[src/jse_pkg.sv]
`timescale 1ns / 1ps
// Shared types, character constants and output byte sequencing for the JSON string escaper.
package jse_pkg;

	localparam logic [7:0] QUOTE_CHAR     = 8'd34;
	localparam logic [7:0] BACKSLASH_CHAR = 8'd92;
	localparam logic [7:0] NEWLINE_CHAR   = 8'd10;
	localparam logic [7:0] DELETE_CHAR    = 8'd127;
	localparam logic [7:0] LAST_CONTROL   = 8'd31;
	localparam logic [7:0] LETTER_N       = 8'h6e;
	localparam logic [7:0] LETTER_U       = 8'h75;
	localparam logic [7:0] DIGIT_ZERO     = 8'h30;
	localparam logic [7:0] LETTER_A       = 8'h61;

	localparam logic [3:0] UNICODE_ESC_LEN = 4'd6;

	// Depth of the descriptor queue between the front and the back.
	localparam int unsigned QUEUE_DEPTH = 4;
	localparam int unsigned QUEUE_AW    = $clog2(QUEUE_DEPTH);

	typedef enum logic [1:0] {
		BODY_NONE,
		BODY_PLAIN,
		BODY_PAIR,
		BODY_UNICODE
	} body_kind_t;

	// One classified item: quotes around it and how its byte is written out.
	typedef struct packed {
		logic       has_open;
		logic       has_close;
		body_kind_t kind;
		logic [7:0] ch;
	} desc_t;

	// Write side of the descriptor queue.
	typedef struct packed {
		logic  push;
		desc_t desc;
	} queue_wr_t;

	// Read side of the descriptor queue.
	typedef struct packed {
		logic  not_empty;
		desc_t desc;
	} queue_rd_t;

	function automatic logic [3:0] body_len(body_kind_t kind);
		logic [3:0] len;
		unique case (kind)
			BODY_NONE:    len = 4'd0;
			BODY_PLAIN:   len = 4'd1;
			BODY_PAIR:    len = 4'd2;
			BODY_UNICODE: len = UNICODE_ESC_LEN;
			default:      len = 4'd0;
		endcase
		return len;
	endfunction

	function automatic logic [3:0] run_len(desc_t d);
		return body_len(d.kind) + {3'd0, d.has_open} + {3'd0, d.has_close};
	endfunction

	function automatic logic [7:0] hex_digit(logic [3:0] n);
		logic [7:0] digit;
		if (n < 4'd10) begin
			digit = DIGIT_ZERO + {4'd0, n};
		end else begin
			digit = LETTER_A + {4'd0, n} - 8'd10;
		end
		return digit;
	endfunction

	function automatic logic [7:0] body_byte(desc_t d, logic [2:0] j);
		logic [7:0] b;
		b = QUOTE_CHAR;
		unique case (d.kind)
			BODY_NONE:  b = QUOTE_CHAR;
			BODY_PLAIN: b = d.ch;
			BODY_PAIR:  b = (j == 3'd0) ? BACKSLASH_CHAR : d.ch;
			BODY_UNICODE: begin
				unique case (j)
					3'd0:    b = BACKSLASH_CHAR;
					3'd1:    b = LETTER_U;
					3'd2:    b = DIGIT_ZERO;
					3'd3:    b = DIGIT_ZERO;
					3'd4:    b = hex_digit(d.ch[7:4]);
					3'd5:    b = hex_digit(d.ch[3:0]);
					default: b = QUOTE_CHAR;
				endcase
			end
			default: b = QUOTE_CHAR;
		endcase
		return b;
	endfunction

	// Byte number idx of the output run that descriptor d gives.
	function automatic logic [7:0] run_byte(desc_t d, logic [2:0] idx);
		logic [2:0] j;
		logic [7:0] b;
		j = idx - {2'd0, d.has_open};
		if (d.has_open && idx == 3'd0) begin
			b = QUOTE_CHAR;
		end else if ({1'b0, j} < body_len(d.kind)) begin
			b = body_byte(d, j);
		end else begin
			b = QUOTE_CHAR;
		end
		return b;
	endfunction

endpackage

[src/jse_front.sv]
`timescale 1ns / 1ps
// Front end: accepts input items and classifies each one into a descriptor.
module jse_front (
	input  logic              s_axis_tvalid,
	output logic              s_axis_tready,
	input  logic [7:0]        s_axis_tdata,  // [7:0] text_byte
	input  logic              s_axis_tlast,  // last_of_string
	input  logic [1:0]        s_axis_tuser,  // [0] first_of_string, [1] empty_string
	input  logic              queue_full,
	output jse_pkg::queue_wr_t wr
);

	logic [7:0] c;
	jse_pkg::desc_t d;

	assign c = s_axis_tdata;

	always_comb begin
		d.has_open  = s_axis_tuser[0];
		d.has_close = s_axis_tlast;
		d.ch        = c;
		d.kind      = jse_pkg::BODY_PLAIN;
		if (s_axis_tuser[1]) begin
			// An empty string is just the two quotes.
			d.has_open  = 1'b1;
			d.has_close = 1'b1;
			d.kind      = jse_pkg::BODY_NONE;
		end else if (c == jse_pkg::NEWLINE_CHAR) begin
			d.kind = jse_pkg::BODY_PAIR;
			d.ch   = jse_pkg::LETTER_N;
		end else if (c == jse_pkg::QUOTE_CHAR || c == jse_pkg::BACKSLASH_CHAR) begin
			d.kind = jse_pkg::BODY_PAIR;
		end else if (c <= jse_pkg::LAST_CONTROL || c == jse_pkg::DELETE_CHAR) begin
			d.kind = jse_pkg::BODY_UNICODE;
		end
	end

	assign s_axis_tready = !queue_full;
	assign wr.push       = s_axis_tvalid && !queue_full;
	assign wr.desc       = d;

endmodule

[src/jse_queue.sv]
`timescale 1ns / 1ps
// Short descriptor queue that decouples the front end from the back end.
module jse_queue (
	input  logic               clk,
	input  logic               arst_n,
	input  jse_pkg::queue_wr_t wr,
	input  logic               pop,
	output logic               full,
	output jse_pkg::queue_rd_t rd
);

	localparam int unsigned AW = jse_pkg::QUEUE_AW;

	jse_pkg::desc_t entry_q [jse_pkg::QUEUE_DEPTH];
	logic [AW-1:0]  wr_ptr_q;
	logic [AW-1:0]  rd_ptr_q;
	logic [AW:0]    count_q;
	logic           do_pop;

	assign full         = (count_q == (AW + 1)'(jse_pkg::QUEUE_DEPTH));
	assign rd.not_empty = (count_q != '0);
	assign rd.desc      = entry_q[rd_ptr_q];
	assign do_pop       = pop && rd.not_empty;

	always_ff @(posedge clk or negedge arst_n) begin
		if (!arst_n) begin
			wr_ptr_q <= '0;
			rd_ptr_q <= '0;
			count_q  <= '0;
		end else begin
			if (wr.push) begin
				wr_ptr_q <= wr_ptr_q + 1'b1;
			end
			if (do_pop) begin
				rd_ptr_q <= rd_ptr_q + 1'b1;
			end
			if (wr.push && !do_pop) begin
				count_q <= count_q + 1'b1;
			end else if (!wr.push && do_pop) begin
				count_q <= count_q - 1'b1;
			end
		end
	end

	always_ff @(posedge clk) begin
		if (wr.push) begin
			entry_q[wr_ptr_q] <= wr.desc;
		end
	end

endmodule

[src/jse_back.sv]
`timescale 1ns / 1ps
// Back end: walks each descriptor one output byte per cycle, while the output is not stalled, into an output register.
module jse_back (
	input  logic               clk,
	input  logic               arst_n,
	input  jse_pkg::queue_rd_t rd,
	output logic               pop,
	output logic               m_axis_tvalid,
	input  logic               m_axis_tready,
	output logic [7:0]         m_axis_tdata,  // [7:0] out_byte
	output logic               m_axis_tlast   // end_of_run
);

	logic [2:0] idx_q;
	logic       out_valid_q;
	logic [7:0] out_data_q;
	logic       out_last_q;
	logic       load;
	logic       run_done;

	assign load     = rd.not_empty && (!out_valid_q || m_axis_tready);
	assign run_done = ({1'b0, idx_q} == jse_pkg::run_len(rd.desc) - 4'd1);
	assign pop      = load && run_done;

	always_ff @(posedge clk or negedge arst_n) begin
		if (!arst_n) begin
			idx_q       <= '0;
			out_valid_q <= 1'b0;
		end else begin
			if (load) begin
				out_valid_q <= 1'b1;
				idx_q       <= run_done ? 3'd0 : idx_q + 3'd1;
			end else if (m_axis_tready) begin
				out_valid_q <= 1'b0;
			end
		end
	end

	always_ff @(posedge clk) begin
		if (load) begin
			out_data_q <= jse_pkg::run_byte(rd.desc, idx_q);
			out_last_q <= run_done;
		end
	end

	assign m_axis_tvalid = out_valid_q;
	assign m_axis_tdata  = out_data_q;
	assign m_axis_tlast  = out_last_q;

endmodule

[src/json_string_escaper.sv]
`timescale 1ns / 1ps
// Top level of the streaming JSON string escaper: front end, descriptor queue and back end.
// An item's descriptor is registered in the queue, and each of its output bytes in the output register.
// An item gives from 1 to 8 output bytes; the back end sends one byte per cycle while the output is
// not stalled, and the four-entry queue absorbs bursts of escapes.
// Input is accepted whenever the queue has room, even while the output is stalled.
// Reset (arst_n low) empties the queue and the output register at once.
module json_string_escaper (
	input  logic       clk,
	input  logic       arst_n,
	input  logic       s_axis_tvalid,
	output logic       s_axis_tready,
	input  logic [7:0] s_axis_tdata,  // [7:0] text_byte
	input  logic       s_axis_tlast,  // last_of_string
	input  logic [1:0] s_axis_tuser,  // [0] first_of_string, [1] empty_string
	output logic       m_axis_tvalid,
	input  logic       m_axis_tready,
	output logic [7:0] m_axis_tdata,  // [7:0] out_byte
	output logic       m_axis_tlast   // end_of_run
);

	// The front end turns each item into a small descriptor: whether quotes
	// open and close it, and whether its byte passes plainly, takes a
	// backslash pair, or becomes a six-byte unicode escape.
	jse_pkg::queue_wr_t q_wr;
	jse_pkg::queue_rd_t q_rd;
	logic               q_full;
	logic               q_pop;

	jse_front u_front (
		.s_axis_tvalid (s_axis_tvalid),
		.s_axis_tready (s_axis_tready),
		.s_axis_tdata  (s_axis_tdata),
		.s_axis_tlast  (s_axis_tlast),
		.s_axis_tuser  (s_axis_tuser),
		.queue_full    (q_full),
		.wr            (q_wr)
	);

	// The queue lets the input keep flowing while the back end is busy
	// spelling out a long escape or the output side is stalled.
	jse_queue u_queue (
		.clk    (clk),
		.arst_n (arst_n),
		.wr     (q_wr),
		.pop    (q_pop),
		.full   (q_full),
		.rd     (q_rd)
	);

	// The back end steps through the descriptor at the head of the queue,
	// one output byte per cycle while the output is not stalled, marking the
	// final byte of each item with tlast, and releases the descriptor when that byte is loaded.
	jse_back u_back (
		.clk           (clk),
		.arst_n        (arst_n),
		.rd            (q_rd),
		.pop           (q_pop),
		.m_axis_tvalid (m_axis_tvalid),
		.m_axis_tready (m_axis_tready),
		.m_axis_tdata  (m_axis_tdata),
		.m_axis_tlast  (m_axis_tlast)
	);

endmodule
[config.mk]
export PLATFORM = sky130hd
export DESIGN_NAME = json_string_escaper
export DESIGN_NICKNAME = d
export VERILOG_FILES = /design/src/jse_pkg.sv /design/src/jse_front.sv /design/src/jse_queue.sv /design/src/jse_back.sv /design/src/json_string_escaper.sv
export SDC_FILE = /design/constraint.sdc
export NUM_CORES = 1
export LEC_CHECK = 0
export BUFFER_PORTS_ARGS = -buffer_cell sky130_fd_sc_hd__buf_4
export CAP_MARGIN = 20
export CORE_MARGIN = 4
export CORE_UTILIZATION = 40
export CTS_BUF_LIST = sky130_fd_sc_hd__clkbuf_16
export CTS_CLUSTER_SIZE = 24
export DETAILED_ROUTE_END_ITERATION = 7
export PLACE_DENSITY_LB_ADDON = 0.08
export SETUP_SLACK_MARGIN = 0.1
export SYNTH_ARGS = -nofsm -noshare
export SYNTH_HDL_FRONTEND = slang
export SYNTH_SLANG_ARGS = --single-unit
[constraint.sdc]
create_clock -name clk -period 6.13 [get_ports clk]
set_clock_uncertainty 0.1 [all_clocks]
set_input_delay 0.613 -clock clk [delete_from_list [all_inputs] [get_ports clk]]
set_output_delay 0.613 -clock clk [all_outputs]
set_load 0.1 [all_outputs]
Word level (Yosys, flattened, before mapping)
Memories as Yosys holds them, arrays and structs flattened.
Index checks and enable logic that the tools add are counted.
{"block": "word_totals", "regBits": 20, "output_inout_bits": 11, "ram_bits": 48, "word_cells": 86, "inputBits": 15, "n_memories": 1}
{"block": "classes", "eq_ne": 14, "muxes": 22, "n_lt_le_gt_ge": 4, "bitwise": 1, "addsub": 15, "n_reduce_logical": 22}
{"name": "u_queue.entry_q", "depth": 4, "word_bits": 12, "rd": 1, "rd_ports_with_merged_regs": 0, "write_ports": 1, "line_no": "jse_queue.sv:14", "rtl": "jse_pkg::desc_t entry_q [jse_pkg::QUEUE_DEPTH];"}
{"cell": "2-to-1 mux 8 bit", "count": 5}
{"cell": "case mux 8 bit (5 select lines)", "count": 1}
{"cell": "case mux 8 bit (4 select lines)", "count": 1}
{"cell": "adder 7 x 4 -> 8 bit (first input constant)", "count": 2}
{"cell": "equality test 8 x 7 -> 1 bit (second input constant)", "count": 2}
{"cell": "case mux 4 bit (4 select lines)", "count": 1}
{"cell": "subtractor 8 x 4 -> 8 bit (second input constant)", "count": 2}
{"cell": "adder 6 x 4 -> 7 bit (first input constant)", "count": 2}
{"cell": "2-to-1 mux 2 bit", "count": 5}
{"cell": "equality test 3 bit (second input constant)", "count": 3}
{"cell": "2-to-1 mux 3 bit", "count": 3}
{"cell": "adder 4 x 1 -> 4 bit", "count": 2}
{"cell": "equality test 8 x 4 -> 1 bit (second input constant)", "count": 1}
{"cell": "equality test 8 x 6 -> 1 bit (second input constant)", "count": 1}
{"cell": "less-or-equal comparator 8 x 5 -> 1 bit (second input constant)", "count": 1}
{"cell": "less-than comparator 4 bit (second input constant)", "count": 2}
{"cell": "2-to-1 mux 4 bit", "count": 2}
{"cell": "logical AND 1 bit", "count": 7}
{"cell": "adder 3 x 1 -> 3 bit (second input constant)", "count": 2}
{"cell": "equality test 3 x 2 -> 1 bit (second input constant)", "count": 2}
{"cell": "zero test 3 bit", "count": 2}
{"cell": "adder 2 x 1 -> 2 bit (second input constant)", "count": 2}
{"cell": "equality test 2 bit (second input constant)", "count": 2}
{"cell": "equality test 3 x 4 -> 1 bit", "count": 1}
{"cell": "14 further kinds", "count": 24}

Logic depth before layout (Yosys ltp)
Gate-level depths: netlist of the first run.
An unclocked memory read counts as a cell.
{"block": "logic_depth", "ltp_word": 12, "ltp_mapped": 21, "ltp_nobuf": 19}

Cells and area by module
From an unflattened synthesis of the first run, not the netlist that was laid out.
{"block": "unflattened", "hier_cells": 262, "hier_area_um2": 3559.7}
{"module": "jse_queue", "area_each_um2": 2160.8, "cells_each": 97, "n_inst": 1, "seq_area_each_um2": 1616.6}
{"module": "jse_back", "area_each_um2": 1232.4, "cells_each": 139, "n_inst": 1, "seq_area_each_um2": 370.4}
{"module": "jse_front", "area_each_um2": 166.4, "cells_each": 26, "n_inst": 1, "seq_area_each_um2": 0.0}

Worst setup path before layout of the first run
No wires, ideal clock.
{"block": "synth_path", "kind": "register to register", "startpoint": "reg u_queue.rd_ptr_q[0]", "endpoint": "reg u_queue.count_q[1]", "setup_time_ns": 0.125, "path_buffers": 2, "period_less_slack_ns": 4.307, "arrival_time_ns": 4.082, "setup_slack_ns": 1.823, "t_required_ns": 5.905, "stages_incl_launch_ff": 20, "cell_sequence": "dfrtp_1 buf_6 mux4_2 buf_2 nor2b_1 inv_1 ha_1 inv_1 ha_1 inv_1 fa_1 xnor2_1 nor2_1 nand2_1 nor3_1 inv_1 ha_1 inv_1 fa_1 mux2_2"}
{"block": "synth_via", "elab_chain_cells": 12, "elab_cells_between_ends": 17, "classes_between": "3 x add/sub; 4 x eq/ne; 2 x mux; 7 x reduce/logical; 1 x memory"}
{"item": "start, declared", "line_no": "jse_queue.sv:16", "rtl": "logic [AW-1:0] rd_ptr_q;"}
{"item": "start signal, assigned", "line_no": "jse_queue.sv:35", "rtl": "rd_ptr_q <= rd_ptr_q + 1'b1;"}
{"item": "memory (4 x 12 bit) *"}
{"item": "equality test 2 bit (tied with other cells)", "line_no": "jse_pkg.sv:50", "rtl": "unique case (kind)"}
{"item": "case mux 4 bit (4 select lines)", "line_no": "jse_pkg.sv:50"}
{"item": "adder 4 x 1 -> 4 bit", "line_no": "jse_pkg.sv:61", "rtl": "return body_len(d.kind) + {3'd0, d.has_open} + {3'd0, d.has_close};"}
{"item": "adder 4 x 1 -> 4 bit *", "line_no": "jse_pkg.sv:61"}
{"item": "subtractor 4 x 1 -> 4 bit *", "line_no": "jse_back.sv:22", "rtl": "assign run_done = ({1'b0, idx_q} == jse_pkg::run_len(rd.desc) - 4'd1);"}
{"item": "equality test 3 x 4 -> 1 bit *", "line_no": "jse_back.sv:22"}
{"item": "logical AND 1 bit *", "line_no": "jse_back.sv:23", "rtl": "assign pop = load && run_done;"}
{"item": "logical AND 1 bit *", "line_no": "jse_queue.sv:23", "rtl": "assign do_pop = pop && rd.not_empty;"}
{"item": "zero test 1 bit", "line_no": "jse_queue.sv:37", "rtl": "if (wr.push && !do_pop) begin"}
{"item": "logical AND 1 bit", "line_no": "jse_queue.sv:37"}
{"item": "2-to-1 mux 3 bit or nonzero test 2 bit (tied branches)"}
{"item": "end signal, assigned", "line_no": "jse_queue.sv:38", "rtl": "count_q <= count_q + 1'b1;"}
{"item": "end signal, assigned", "line_no": "jse_queue.sv:40", "rtl": "count_q <= count_q - 1'b1;"}
{"item": "end, declared", "line_no": "jse_queue.sv:17", "rtl": "logic [AW:0] count_q;"}
Every way passes the cells marked *; elsewhere a longest branch is shown, timed or not. The select of a mux whose other input is x is not followed.
A chain may end at the register's enable or synchronous reset.

Worst setup path in the final report of the first run
Same ends and word-level chain as after synthesis.

==> results of run 1 <==
## stage by stage
stage                     std cells  hold slack (ns)  setup WS (ns)  area, um2  utilization [%]
after detailed placement        388            0.356           1.23       3750             45.0
after global placement          388            0.357           1.38       3750             45.0
after global routing            405           0.0176          0.817       4080             48.9
after CTS                       404          0.00781           1.23       4070             48.8
after floorplan                 269            0.217           1.82       3490                -
final                           405           0.0131           1.32       4080             48.9
## worst min path at each step
stage                                            endpoint  slack [ns]  cells past startpoint
after floorplan               u_back.idx_q[0]$_DFFE_PN0P_        0.22                      0
after global placement    u_queue.wr_ptr_q[0]$_DFFE_PN0P_        0.36                      1
after detailed placement  u_queue.wr_ptr_q[1]$_DFFE_PN0P_        0.36                      1
after CTS                 u_queue.rd_ptr_q[1]$_DFFE_PN0P_       0.008                      1
after global routing      u_queue.rd_ptr_q[1]$_DFFE_PN0P_        0.02                      1
final                     u_queue.rd_ptr_q[1]$_DFFE_PN0P_        0.01                      1
## synth_stat cells (3+ instances only)
master	instances	area [um2]
sky130_fd_sc_hd__edfxtp_1	57	1710
sky130_fd_sc_hd__inv_1	20	75.1
sky130_fd_sc_hd__nand2_1	19	71.3
sky130_fd_sc_hd__ha_1	16	200
sky130_fd_sc_hd__nor2_1	14	52.6
sky130_fd_sc_hd__dfrtp_1	11	275
sky130_fd_sc_hd__o21ai_0	11	55.1
sky130_fd_sc_hd__mux4_2	10	225
sky130_fd_sc_hd__a21oi_1	8	40.0
sky130_fd_sc_hd__xnor2_1	8	70.1
sky130_fd_sc_hd__clkbuf_1	6	22.5
sky130_fd_sc_hd__nor2b_1	6	37.5
sky130_fd_sc_hd__nor3_1	6	30.0
sky130_fd_sc_hd__and3_1	5	31.3
sky130_fd_sc_hd__nand2b_1	5	31.3
sky130_fd_sc_hd__xor2_1	5	43.8
sky130_fd_sc_hd__nand3_1	4	20.0
sky130_fd_sc_hd__buf_2	3	15.0
sky130_fd_sc_hd__mux2i_1	3	30.0
sky130_fd_sc_hd__o22ai_1	3	18.8
sky130_fd_sc_hd__or2_2	3	18.8
sky130_fd_sc_hd__or3_1	3	18.8
## layout by cell type (no fill, tap or decap), drive strengths merged, types with 4 or more instances in the layout
cell type and instances:
xnor2 8, nor3 6, edfxtp 57, o21ai 12
ha 16, nand2 19, clkbuf 9, nor2b 6
nor2 14, inv 21, and3 5, mux4 11
nand3 4, dfrtp 11, nand2b 5, buf 27
xor2 5, a21oi 8
## critical path, stage by stage, from the launching register on
cell                      delay (ns)
sky130_fd_sc_hd__dfrtp_1        0.63
sky130_fd_sc_hd__mux4_2         0.72
sky130_fd_sc_hd__nor2b_1        0.40
sky130_fd_sc_hd__inv_1          0.13
sky130_fd_sc_hd__ha_1           0.31
sky130_fd_sc_hd__inv_1          0.06
sky130_fd_sc_hd__ha_1           0.16
sky130_fd_sc_hd__inv_1          0.05
sky130_fd_sc_hd__fa_1           0.44
sky130_fd_sc_hd__xnor2_1        0.14
sky130_fd_sc_hd__nor2_1         0.13
sky130_fd_sc_hd__nand2_1        0.09
sky130_fd_sc_hd__nor3_1         0.33
sky130_fd_sc_hd__inv_1          0.08
sky130_fd_sc_hd__ha_1           0.21
sky130_fd_sc_hd__inv_1          0.07
sky130_fd_sc_hd__fa_1           0.40
sky130_fd_sc_hd__mux2_2         0.26
## registers in the layout (all words and copies together) (netlist names)
signal,count
u_queue.entry_q,48
u_back.m_axis_tdata,8
u_back.idx_q,3
u_queue.count_q,3
u_queue.rd_ptr_q,2
u_queue.wr_ptr_q,2
u_back.m_axis_tlast,1
u_back.m_axis_tvalid,1
## per-layer routing
| layer | routed length (um) | share of wire (%) |
|---|---|---|
| met2 | 3340 | 49 |
| met5 | 0 | 0 |
| met1 | 3100 | 45 |
| met4 | 81 | 1.2 |
| met3 | 304 | 4.4 |
## logic make-up after synthesis
| group | synth area share (%) |
|---|---|
| flip-flops | 56.9 |
| buffers and inverters | 3.98 |
| multiplexers | 8.71 |
| AO/OA/AOI/OAI | 8.64 |
| XOR/XNOR | 3.26 |
| adder cells (fa/ha/maj) | 6.88 |
| AND/OR/NAND/NOR | 11.6 |
## final cells by class
type                            count  share of cell area [%]
Clock inverter                      7                    2.27
Clock buffer                        9                    5.52
Inverter                           20                    1.84
Sequential cell                    68                    48.7
Tap cell                          105                    3.22
Multi-Input combinational cell    169                    33.4
Timing Repair Buffer               27                    5.06
==> results, run 1 <==
- The run finished with clean final reports.
- The first detailed-routing pass took 4 iterations.
- Data on the critical path is required at its endpoint by 6.24 ns.
- The final hold violation count is 0.
- Across the run, the number of max-cap violations was 0.
- The worst slew slack as a fraction of its limit is 53.6%.
- The final-report max-slew violation count came to 0.
- The number of antenna violations at the first check in global routing was 0.
- The starting density of the core is 41.8%.
- The first routing iteration left 128 violations.
- The startpoint identified for the worst register-to-register timing path is u_queue.rd_ptr_q[0]$_DFFE_PN0P_.
- After synthesis, the netlist uses 55 different library cells.
- The mean cell area of the mapped netlist is 13.0 um2.
- For this run, design rule violations remaining after detail routing come to 0.
- The mapped netlist covers 0.00349 mm2.
- Setup violations remaining at the end of the flow were counted as 0.
- The actual transition at the worst max-transition pin is 0.690 ns.
- The final wirelength is 6830 um.
- The area used by sequential logic in the layout is 0.00199 mm2.
- The worst setup slack for register-to-register paths is 1.32 ns.
- Dividing the detail-routed wire length by the instance count gives 16.9 um.
- In the routed layout, each cell is associated on average with a via count of 5.42.
- The count of filler cells inserted in the layout is 754.
- The detailed router placed 2194 vias in this run.
- The worst setup path startpoint is u_queue.rd_ptr_q[0]$_DFFE_PN0P_.
- The I/O pin count is 26.
- The endpoint of the lowest-slack register-to-register path is u_queue.count_q[1]$_DFFE_PN0P_.
- Of the cells placed in the final design, the portion with a size suffix greater than 1 is 19.7%.
- Counting flops and latches in the post-synthesis netlist gives 68.
- The half-perimeter wire length of the detailed placement result is 4700 um.
- The post-cts gate resize count is 0.
- The cell count of the worst reg-to-reg path is 17.
- In this run the core area contains 33 standard-cell rows.
- The number of setup buffers added after CTS is 0.
- Setup repair after global routing left no endpoint under its margin.
- The number of buffers added on ports is 25.
- The element type at the critical path end is a flop.
- In the global route stage, overall resource usage came out at 14.8%.
- The number of buffers created by CTS is 9.
- The footprint of the multi-input gates is 0.00136 mm2.
- The min-delay analysis places its worst path in the category input port to async pin.
- The met3 usage is 3.10%.
- The tree is rooted in a sky130_fd_sc_hd__clkbuf_16.
- Summed over all failing endpoints, the final setup total negative slack is 0 ns.
- The final layout contains 328 nets.
- The first-pass GRT wire length is 11400 um.
- The end of the critical path is u_queue.count_q[1]$_DFFE_PN0P_.
- The number of H-tree levels is 3.
- Sequential cells were found to cover 56.9% of the synthesized design area.
- The maximum clock frequency is 208 MHz.
- Routability-driven placement finished with a final weighted congestion of 0.893.
- In the global route stage, met2 resource usage came out at 23.4%.
- Yosys mapped a number of flops with a built-in enable equal to 57.
- The clock passes through at most 2 buffers.
- The shortest period the worst path allows is 4.81 ns.
- The async set-or-reset flop fraction in the synthesized netlist is 16.2%.
- Global routing consumed, on the met1 layer, 19.9% of the routing resources.
- The CTS tree is yes.
- The total area inside the core boundary comes to 0.00834 mm2.
- The latest clock arrival within the worst-skew pair is 0.32 ns.
- The floorplan step set the die height to 101 um.
- The part of the cycle the worst path needs is 78.5%.
- In the synthesized netlist the dominant register cell turns out to be sky130_fd_sc_hd__edfxtp_1.
- The maximum number of pins on one net before global-route repair is 15.
- The register clock-pin slew on the reported worst setup and hold paths is 0.06 ns.
- The signed area change from the synthesized netlist to the final layout is 17.0%.
- The worst setup path is launched from a flop.
- The synthesized net count is 302.
- The data arrival time of the critical path is 4.92 ns.
- The critical path in this run is classified as flop to flop.
- The floorplan step set the die width to 101 um.
- The via count of the first global-routing pass was 2214.
- The most used routing layer is met2.
- The number of sinks driven by the clock tree is 68.
- Once detail routing completed, the nets flagged for antenna violations numbered 0.
- After global routing the overflow that remains totals 0.
- Of all nets on the critical path, the largest fanout is 14.
- For this design, the CTS-stage hold fixing added 0 buffers.
- The floorplan step defined a die boundary enclosing 0.0103 mm2.
- During synthesis, Yosys emitted a total of 0 warnings.
- The synthesized netlist cell count is 269.
- The total inserted antenna cells is 0.
Power of run 1 is left out: the tool's default activity adds up to more than one toggle a clock period on the data nets, which glitch-free logic cannot reach.
==> run 2, diff against run 1 <==
--- a/config.mk
+++ b/config.mk
@@ -5,6 +5,7 @@
 export SDC_FILE = /design/constraint.sdc
 export NUM_CORES = 1
 export LEC_CHECK = 0
+export ABC_AREA = 1
 export BUFFER_PORTS_ARGS = -buffer_cell sky130_fd_sc_hd__buf_4
 export CAP_MARGIN = 20
 export CORE_MARGIN = 4
==> constraint.sdc (replaced) <==
create_clock -name clk -period 4.7 [get_ports clk]
set_clock_uncertainty 0.1 [all_clocks]
set_input_delay 0.47 -clock clk [delete_from_list [all_inputs] [get_ports clk]]
set_output_delay 0.47 -clock clk [all_outputs]
set_load 0.1 [all_outputs]
==> run 2 against run 1 <==
Final area increased by 5.6%. Area after synthesis increased by 5.9%. Critical path depth rose by 5. First-iteration DRC count shrank 30%. Sequential share of layout area fell by 2.6 points. Setup slack got worse by 0.63 ns. Via count is 19% higher. Count of clock-buffer cells in the layout is the same. Register-to-register slack got worse by 0.63 ns.
==> results, run 2 <==
- The reported max-cap violation count came to 0 (unchanged).
- The fraction of the core area covered by cells at the end of the flow came to 48.7% (-0.24 points).
- The latest clock arrival within the worst-skew pair is 0.33 ns (about the same).
- The total negative setup slack came to 0 ns (unchanged).
- The post-detailed-route wirelength per cell came to 13.4 um (-21%).
- Setup repair after global routing left no endpoint under its margin.
- The maximum single-stage delay on the critical path was 0.51 ns (-0.21 ns).
- The count of cell types in the netlist is 39 (-29%).
- STA classifies the critical path endpoint as a flop.
- The routed metal-1 wire length is 3500 um (+13%).
- The post-route DRC violation count is 0 (unchanged).
- The critical path goes through buf_4 -> nand2_1 -> nand3_1 -> nand2_2 -> inv_1 -> nand2_1 -> ha_1 -> inv_1 -> ha_1 -> inv_1 -> fa_1 -> xor2_1 -> xor2_2 -> nand2_2 -> nor2_8 -> nand2_4 -> ha_1 -> inv_1 -> fa_1 -> a21oi_1 -> o21ai_0 -> xor2_1.
- Compared with the post-synthesis result, the final layout area differs by 16.6%.
- The number of sinks driven by the clock tree came to 68 (unchanged).
- The final-report max-slew violation count was 0 (unchanged).
- The number of nets in the final layout came to 452 (+38%).
- The CTS tree is yes.
- The part of the cycle the worst path needs was 85.5% (+7.0 points).
- The tightest min-delay check is of the input port to flop type.
- The maximum number of pins on one net before global-route repair came to 25 (+10).
- The final wirelength is 7130 um (+4.4%).
- The actual transition at the worst max-transition pin is 0.529 ns (-0.161 ns).
- The register clock-pin slew on the reported worst setup and hold paths is 0.06 ns (about the same).
- The run finished with clean final reports.
- The most frequently used flop master after synthesis is sky130_fd_sc_hd__edfxtp_1.
- The per-cell via count in the routed design is 4.90 (-9.6%).
- The async set-or-reset flop fraction in the synthesized netlist is 16.2% (unchanged).
- The horizontal die dimension was 104 um (+2.7%).
- The required time at the worst-slack endpoint is 4.80 ns (-1.44 ns).
- The startpoint-to-endpoint class of the critical path is flop to flop.
- The area of the die is 0.0108 mm2 (+5.4%).
- The critical path startpoint category is a flop.
- The fraction of synthesized cell area taken by the top area cell type is 46.3% (-2.7 points).
- The first-pass GRT wire length is 12300 um (+7.1%).
- The number of nets with antenna violations after detailed routing is 0 (unchanged).
- The area used by sequential logic in the layout is 0.00199 mm2 (unchanged).
- In the layout the commonest cells are sky130_fd_sc_hd__nand2_1, sky130_fd_sc_hd__edfxtp_1, sky130_fd_sc_hd__inv_1.
- The number of failing setup endpoints in the final timing report is 0 (unchanged).
- The flip-flop count of the largest register after layout is 48 (unchanged).
- The half-perimeter wire length of the detailed placement result was 5080 um (+8.2%).
- The synthesized netlist cell count came to 388 (+44%).
- The overall global routing resource usage is 14.2% (-0.53 points).
- The standard cell core area is 0.00885 mm2 (+6.1%).
- The global placement routability congestion is 0.780 (-13%).
- The count of filler cells inserted in the layout is 805 (+6.8%).
- The mean cell area of the mapped netlist came to 9.52 um2 (-27%).
- The shortest period the worst path allows is 4.02 ns (-0.796 ns).
- The placed cell area was 0.00399 mm2 (+6.3%).
- The number of buffers created by CTS is 9 (unchanged).
- The summed area of non-filler cells in the final layout came to 0.00431 mm2 (+5.6%).
- The critical path's most frequent cell is sky130_fd_sc_hd__inv_1.
- The iteration-0 DRC count of the detailed router is 90 (-30%).
- The fraction of layout cells with a size suffix above 1 is 18.4% (-1.3 points).
- The final hold violation count is 0 (unchanged).
- By area the synthesized netlist is led by sky130_fd_sc_hd__edfxtp_1, sky130_fd_sc_hd__nand2_1, sky130_fd_sc_hd__dfrtp_1.
- The first-pass iteration count of the detailed router is 4 (unchanged).
- The post-synth design cell area is 0.00369 mm2 (+5.9%).
- The tree is rooted in a sky130_fd_sc_hd__clkbuf_16.
- The number of synthesized flops with an enable pin is 57 (unchanged).
- The met2 wire length was 3290 um (-1.7%).
- The synthesized net count was 421 (+39%).
- The number of buffers added on ports was 25 (unchanged).
- The data arrival time of the critical path is 4.12 ns (-0.80 ns).
- The total inserted antenna cells was 0 (unchanged).
- The maximum clock frequency was 249 MHz (+20%).
- The count of synthesis-stage warnings from yosys is 0 (unchanged).
- The number of buffers on the longest clock path came to 2 (unchanged).
- The maximum fanout encountered on the critical timing path is 22 (+8).
- The routed length on met3 is 273 um (-10%).
- The I/O pin count is 26 (unchanged).
- By count the netlist is led by sky130_fd_sc_hd__nand2_1, sky130_fd_sc_hd__edfxtp_1, sky130_fd_sc_hd__inv_1.
- The via count of the first global-routing pass is 2527 (+14%).
- Ranked by flip-flop count, first place goes to u_queue.entry_q.
- The leading cell type by number of instances after synthesis is sky130_fd_sc_hd__nand2_1.
- The register bit count reported by yosys is 68 (unchanged).
- The number of rows created at floorplan is 34 (+3.0%).
- Signal routing reaches up to met4.
- The worst slew slack as a fraction of its limit is 64.5% (+11 points).
- The overall die height came to 104 um (+2.7%).
- The remaining global-route overflow is 0 (unchanged).
- The sequential element share of the synthesized area was 53.8% (-3.2 points).
- The largest total area in the synthesized netlist belongs to sky130_fd_sc_hd__edfxtp_1.
- The number of H-tree levels came to 3 (unchanged).
- The number of antenna violations at the first check in global routing was 0 (unchanged).
- The routed via count is 2606 (+19%).
- The cell with the largest stage delay on the worst path is sky130_fd_sc_hd__dfrtp_1.
- The worst setup slack for register-to-register paths is 0.68 ns (-0.63 ns).
- The starting density of the core was 41.8% (-0.083 points).
- Leaving out fill and tap cells, the most frequent cell in the layout is sky130_fd_sc_hd__nand2_1.
- The footprint of the multi-input gates is 0.00145 mm2 (+6.4%).
==> run 2: changes by cell type after synthesis, moves of 4 or more <==
cell,before,now
sky130_fd_sc_hd__nor2b_1,6,0
sky130_fd_sc_hd__inv_1,20,42
sky130_fd_sc_hd__xnor2_1,8,2
sky130_fd_sc_hd__nand2_1,19,106
sky130_fd_sc_hd__nand2b_1,5,0
sky130_fd_sc_hd__mux4_2,10,0
sky130_fd_sc_hd__nand2_2,0,11
sky130_fd_sc_hd__nand3_1,4,40
sky130_fd_sc_hd__nand3_2,0,4
sky130_fd_sc_hd__nor2_1,14,25
sky130_fd_sc_hd__and3_1,5,0
sky130_fd_sc_hd__nand2_4,0,4
==> run 2: worst max-delay path, delay by kind of cell, from the launching register on <==
| kind | cells | cell delay, ns |
|---|---|---|
| buffers and inverters | 5 | 0.59 |
| adders and majority gates | 5 | 1.31 |
| AOI/OAI and AO/OA | 2 | 0.25 |
| DFF | 1 | 0.51 |
| xor gates and xnor gates | 3 | 0.54 |
| and+or+nand+nor | 7 | 0.59 |
==> run 2: final cells by class <==
type	count	share of cell area, %
repair buffers	33	5.98
clock inverters	7	1.60
flip-flops and latches	68	46.1
well taps	108	3.14
clock buffers	9	5.23
inverters	47	4.27
multi-input cells	260	33.7
==> run 2: stage by stage <==
step / setup slack (ns) / cells / hold WS (ns)
after global routing: 0.305 / 532 / 0.223
final: 0.682 / 532 / 0.220
after CTS: 0.635 / 531 / 0.207
after global placement: 0.736 / 514 / 0.217
after floorplan: 1.15 / 388 / 0.0744
after detailed placement: 0.619 / 514 / 0.216
==> run 2: worst paths after layout <==
path / cells past startpoint / from / endpoint
worst max-delay path: 22 / u_queue.rd_ptr_q[0]$_DFFE_PN0P_ / u_queue.count_q[2]$_DFFE_PN0P_
worst min-delay path: 2 / m_axis_tready / u_back.m_axis_tvalid$_DFFE_PN0P_
worst max register to register: 22 / u_queue.rd_ptr_q[0]$_DFFE_PN0P_ / u_queue.count_q[2]$_DFFE_PN0P_
worst min register to register: 1 / u_queue.count_q[0]$_DFFE_PN0P_ / u_queue.count_q[0]$_DFFE_PN0P_
max in group asynchronous: 2 / arst_n / u_queue.count_q[1]$_DFFE_PN0P_
min in group asynchronous: 2 / arst_n / u_back.idx_q[0]$_DFFE_PN0P_
==> run 2: logic make-up after synthesis <==
| group | after synthesis | share of synthesized area [%] |
|---|---|---|
| AOI/OAI and AO/OA | 32 | 5.32 |
| and+or+nand+nor | 202 | 25.2 |
| xor gates and xnor gates | 8 | 2.10 |
| adders and majority gates | 18 | 6.50 |
| DFF | 68 | 53.8 |
| buffers and inverters | 60 | 7.11 |
==> run 2: timing repair <==
item / in CTS / in global routing
hold buffers: 1 / 0
buffers inserted: 0 / 0
gates resized for setup: 0 / 0
endpoints found under the hold margin: 11 / 0
==> run 2: per-layer routing <==
metal / vias to the layer above / track usage, %
met4: 0 / 4.37
met1: 1209 / 19.7
met5: - / 0
li1: 1342 / -
met3: 6 / 3.97
met2: 49 / 21.8
Power of run 2 is left out for the same reason.
==> run 3, diff against run 2 <==
--- a/config.mk
+++ b/config.mk
@@ -17,4 +17,5 @@
 export SETUP_SLACK_MARGIN = 0.1
 export SYNTH_ARGS = -nofsm -noshare
 export SYNTH_HDL_FRONTEND = slang
+export SYNTH_HIERARCHICAL = 1
 export SYNTH_SLANG_ARGS = --single-unit
==> run 3 against run 2 <==
Critical path depth is 1 lower. Routed wire length is 1.1% higher. Critical path type unchanged. Die area up 2.9%. Area after synthesis rose by 3.1%. Final area up 3.6%. Worst hold slack better by 0.046 ns.
==> results, run 3 <==
- The part of the cycle the worst path needs came to 86.3% (+0.85 points).
- The number of buffers added on ports is 25 (unchanged).
- The summed area of non-filler cells in the final layout is 0.00446 mm2 (+3.6%).
- The overall die height is 106 um (+1.4%).
- The cell count of the worst hold path is 1 (-1).
- The tightest min-delay check is of the input port to flop type.
- The maximum number of pins on one net before global-route repair is 33 (+32%).
- The slowest stage of the critical path is the sky130_fd_sc_hd__fa_1 cell.
- The data arrival time of the critical path is 4.18 ns (+0.06 ns).
- The critical path's most frequent cell is sky130_fd_sc_hd__nand2_1.
- The latest clock arrival within the worst-skew pair was 0.33 ns (about the same).
- The worst register-to-register path ends at u_queue/count_q[1]$_DFFE_PN0P_.
- The worst setup path is launched from a flop.
- The element type at the critical path end is a flop.
- The area growth from synthesis to layout is 17.1%.
- The final instance count without filler cells is 581 (+9.2%).
- The launch instance of the worst register-to-register path is u_queue/rd_ptr_q[0]$_DFFE_PN0P_.
- The worst setup slack for register-to-register paths is 0.64 ns (-0.04 ns).
- The post-route DRC violation count is 0 (unchanged).
- The cell count of the worst reg-to-reg path was 21 (-4.5%).
- The fraction of layout cells with a size suffix above 1 is 17.7% (-0.70 points).
- The number of H-tree levels is 3 (unchanged).
- The final hold violation count came to 0 (unchanged).
- The shortest period the worst path allows is 4.06 ns (+0.0401 ns).
- The leading cell type in the layout, fill and taps excluded is sky130_fd_sc_hd__nand2_1.
- The register clock-pin slew on the reported worst setup and hold paths is 0.06 ns (about the same).
- For hold timing, the worst endpoint is u_queue/entry_q[0][7]$_DFFE_PP_.
- Ranked by total cell area, the synthesized netlist is headed by sky130_fd_sc_hd__edfxtp_1, sky130_fd_sc_hd__nand2_1, sky130_fd_sc_hd__dfrtp_1.
- The iteration-0 DRC count of the detailed router is 67 (-26%).
- The count of synthesis-stage warnings from yosys is 6 (+6).
- The standard cell core area came to 0.00924 mm2 (+4.4%).
- The routed via count was 2655 (+1.9%).
- Setup repair after global routing left no endpoint under its margin.
- The area of the die is 0.0112 mm2 (+2.9%).
- The count of filler cells inserted in the layout is 868 (+7.8%).
- The synthesized net count was 452 (+7.4%).
- The post-synth design cell area is 0.00381 mm2 (+3.1%).
- The maximum clock frequency is 246 MHz (-0.99%).
- The sequential element share of the synthesized area is 52.2% (-1.6 points).
- The async set-or-reset flop fraction in the synthesized netlist is 16.2% (unchanged).
- The number of rows created at floorplan came to 35 (+2.9%).
- The overall global routing resource usage was 14.3% (+0.018 points).
- The fraction of synthesized cell area taken by the top area cell type was 44.9% (-1.4 points).
- The final wirelength came to 7210 um (+1.1%).
- The leading cell type by number of instances after synthesis is sky130_fd_sc_hd__nand2_1.
- The total negative setup slack is 0 ns (unchanged).
- The fraction of the core area covered by cells at the end of the flow is 48.3% (-0.40 points).
- The via count of the first global-routing pass was 2574 (+1.9%).
- The synthesized design spends more area on one cell type than any other, namely sky130_fd_sc_hd__edfxtp_1.
- The worst slew slack as a fraction of its limit is 59.2% (-5.3 points).
- The number of nets in the final layout is 479 (+6.0%).
- The first-pass GRT wire length is 12400 um (+1.2%).
- Ranked by instance count, the synthesized netlist is headed by sky130_fd_sc_hd__nand2_1, sky130_fd_sc_hd__inv_1, sky130_fd_sc_hd__edfxtp_1.
- The number of nets with antenna violations after detailed routing is 0 (unchanged).
- The register bit count reported by yosys is 68 (unchanged).
- The remaining global-route overflow is 0 (unchanged).
- The number of antenna violations at the first check in global routing is 0 (unchanged).
- The root buffer cell is sky130_fd_sc_hd__clkbuf_16.
- The worst hold path begins at s_axis_tdata[7].
- The maximum single-stage delay on the critical path is 0.42 ns (-0.09 ns).
- The I/O pin count was 26 (unchanged).
- The placed cell area was 0.00411 mm2 (+3.1%).
- The per-cell via count in the routed design is 4.57 (-6.7%).
- The actual transition at the worst max-transition pin is 0.612 ns (+0.0825 ns).
- The reported max-cap violation count is 0 (unchanged).
- More flip-flops sit in one register than any other, and that register is u_queue/entry_q.
- The mean cell area of the mapped netlist is 9.07 um2 (-4.7%).
- The CTS tree is yes.
- The half-perimeter wire length of the detailed placement result is 5280 um (+4.0%).
- The final-report max-slew violation count is 0 (unchanged).
- The post-detailed-route wirelength per cell is 12.4 um (-7.5%).
- The synthesized netlist cell count was 420 (+8.2%).
- The most frequently used flop master after synthesis is sky130_fd_sc_hd__edfxtp_1.
- The critical path goes through inv_2 -> nand2_1 -> o211ai_1 -> nand2_1 -> inv_2 -> nand2_2 -> ha_1 -> inv_1 -> ha_1 -> inv_1 -> fa_1 -> xnor2_1 -> nor3_1 -> nand2_1 -> nor2_1 -> nand2_1 -> ha_1 -> inv_1 -> fa_1 -> nand2_1 -> nand2_1.
- The number of failing setup endpoints in the final timing report is 0 (unchanged).
- The maximum fanout encountered on the critical timing path is 18 (-18%).
- The post-placement cell count is 564 (+9.7%).
- The first-pass iteration count of the detailed router came to 4 (unchanged).
- The required time at the worst-slack endpoint is 4.82 ns (+0.02 ns).
- The starting density of the core is 41.2% (-0.52 points).
- The number of sinks driven by the clock tree is 68 (unchanged).
- The startpoint-to-endpoint class of the critical path is flop to flop.
- The total inserted antenna cells is 0 (unchanged).
- The number of buffers on the longest clock path is 2 (unchanged).
- The count of cell types in the netlist is 33 (-15%).
- The number of buffers created by CTS came to 9 (unchanged).
- The horizontal die dimension is 106 um (+1.4%).
- In the layout the commonest cells are sky130_fd_sc_hd__nand2_1, sky130_fd_sc_hd__inv_1, sky130_fd_sc_hd__edfxtp_1.
- The post-cts gate resize count is 0 (unchanged).
- The number of synthesized flops with an enable pin was 57 (unchanged).
- The global placement routability congestion is 0.783 (+0.45%).
- The flow ran to the end, and the final reports show no timing, DRC or antenna violations.
- The flip-flop count of the largest register after layout is 48 (unchanged).
==> run 3: changes by cell type in the layout (fill, tap and decap cells not counted), moves of 9 or more <==
cell	before	now
sky130_fd_sc_hd__o211ai_1	0	16
sky130_fd_sc_hd__o211ai_2	0	9
sky130_fd_sc_hd__inv_1	43	70
sky130_fd_sc_hd__nand2_1	106	120
sky130_fd_sc_hd__inv_2	3	13
sky130_fd_sc_hd__nand3_1	40	21
==> run 3: through the flow <==
| stage | hold WS (ns) | setup WS [ns] |
|---|---|---|
| final | 0.266 | 0.642 |
| after global routing | 0.267 | 0.305 |
| after CTS | 0.259 | 0.654 |
| after detailed placement | 0.215 | 0.645 |
| after global placement | 0.215 | 0.815 |
| after floorplan | 0.0744 | 1.02 |
==> run 3: per-layer routing <==
layer / vias to the layer above / wire length (um) / GRT usage, %
met5: - / 0 / 0
met3: 11 / 237 / 2.94
met4: 0 / 115 / 5.83
li1: 1403 / - / -
met1: 1203 / 3410 / 18.3
met2: 38 / 3450 / 23.5
==> run 3: cell type report <==
cell class / instances / area [um2] / share of cell area, %
sequential: 68 / 1990 / 44.5
multi-input combinational: 254 / 1430 / 32.1
inverter: 84 / 315 / 7.06
timing repair buffer: 30 / 228 / 5.10
clock buffer: 9 / 225 / 5.05
tap: 129 / 161 / 3.62
clock inverter: 7 / 115 / 2.58
==> run 3: kinds of logic (layout without fill, tap and decap cells) <==
logic type      Yosys count  in the layout  synth area share, %
simple gates            181            181                 20.3
flops                    68             68                 52.2
xor+xnor                  7              7                 1.61
buf+inv                  98            130                 10.3
fa+ha+maj                17             17                 5.98
compound gates           49             49                 9.66
==> run 3: worst max path at each step <==
| stage | from | end | slack (ns) | depth (start not counted) |
|---|---|---|---|---|
| detailed placement | u_queue/rd_ptr_q[0]$_DFFE_PN0P_ | u_queue/count_q[1]$_DFFE_PN0P_ | 0.65 | 21 |
| finish | u_queue/rd_ptr_q[0]$_DFFE_PN0P_ | u_queue/count_q[1]$_DFFE_PN0P_ | 0.64 | 21 |
| CTS | u_queue/rd_ptr_q[0]$_DFFE_PN0P_ | u_queue/count_q[1]$_DFFE_PN0P_ | 0.65 | 21 |
| floorplan | u_queue/rd_ptr_q[0]$_DFFE_PN0P_ | u_queue/count_q[1]$_DFFE_PN0P_ | 1.02 | 22 |
| global placement | u_queue/rd_ptr_q[0]$_DFFE_PN0P_ | u_queue/count_q[1]$_DFFE_PN0P_ | 0.82 | 21 |
| global route | u_queue/rd_ptr_q[0]$_DFFE_PN0P_ | u_queue/count_q[1]$_DFFE_PN0P_ | 0.31 | 21 |
==> run 3: critical path: cells and delay by family, from the launching register on <==
family / cells / cell delay [ns]
and+or+nand+nor: 9 / 1.13
AOI/OAI and AO/OA: 1 / 0.10
adders and majority gates: 5 / 1.49
DFF: 1 / 0.40
xor gates and xnor gates: 1 / 0.14
buffers and inverters: 5 / 0.60
==> run 3: timing repair <==
action | 4_1_cts | 5_1_grt
hold buffers | 1 | 0
setup buffers | 0 | 0
hold endpoints to repair | 11 | 0
Power of run 3 is left out for the same reason.
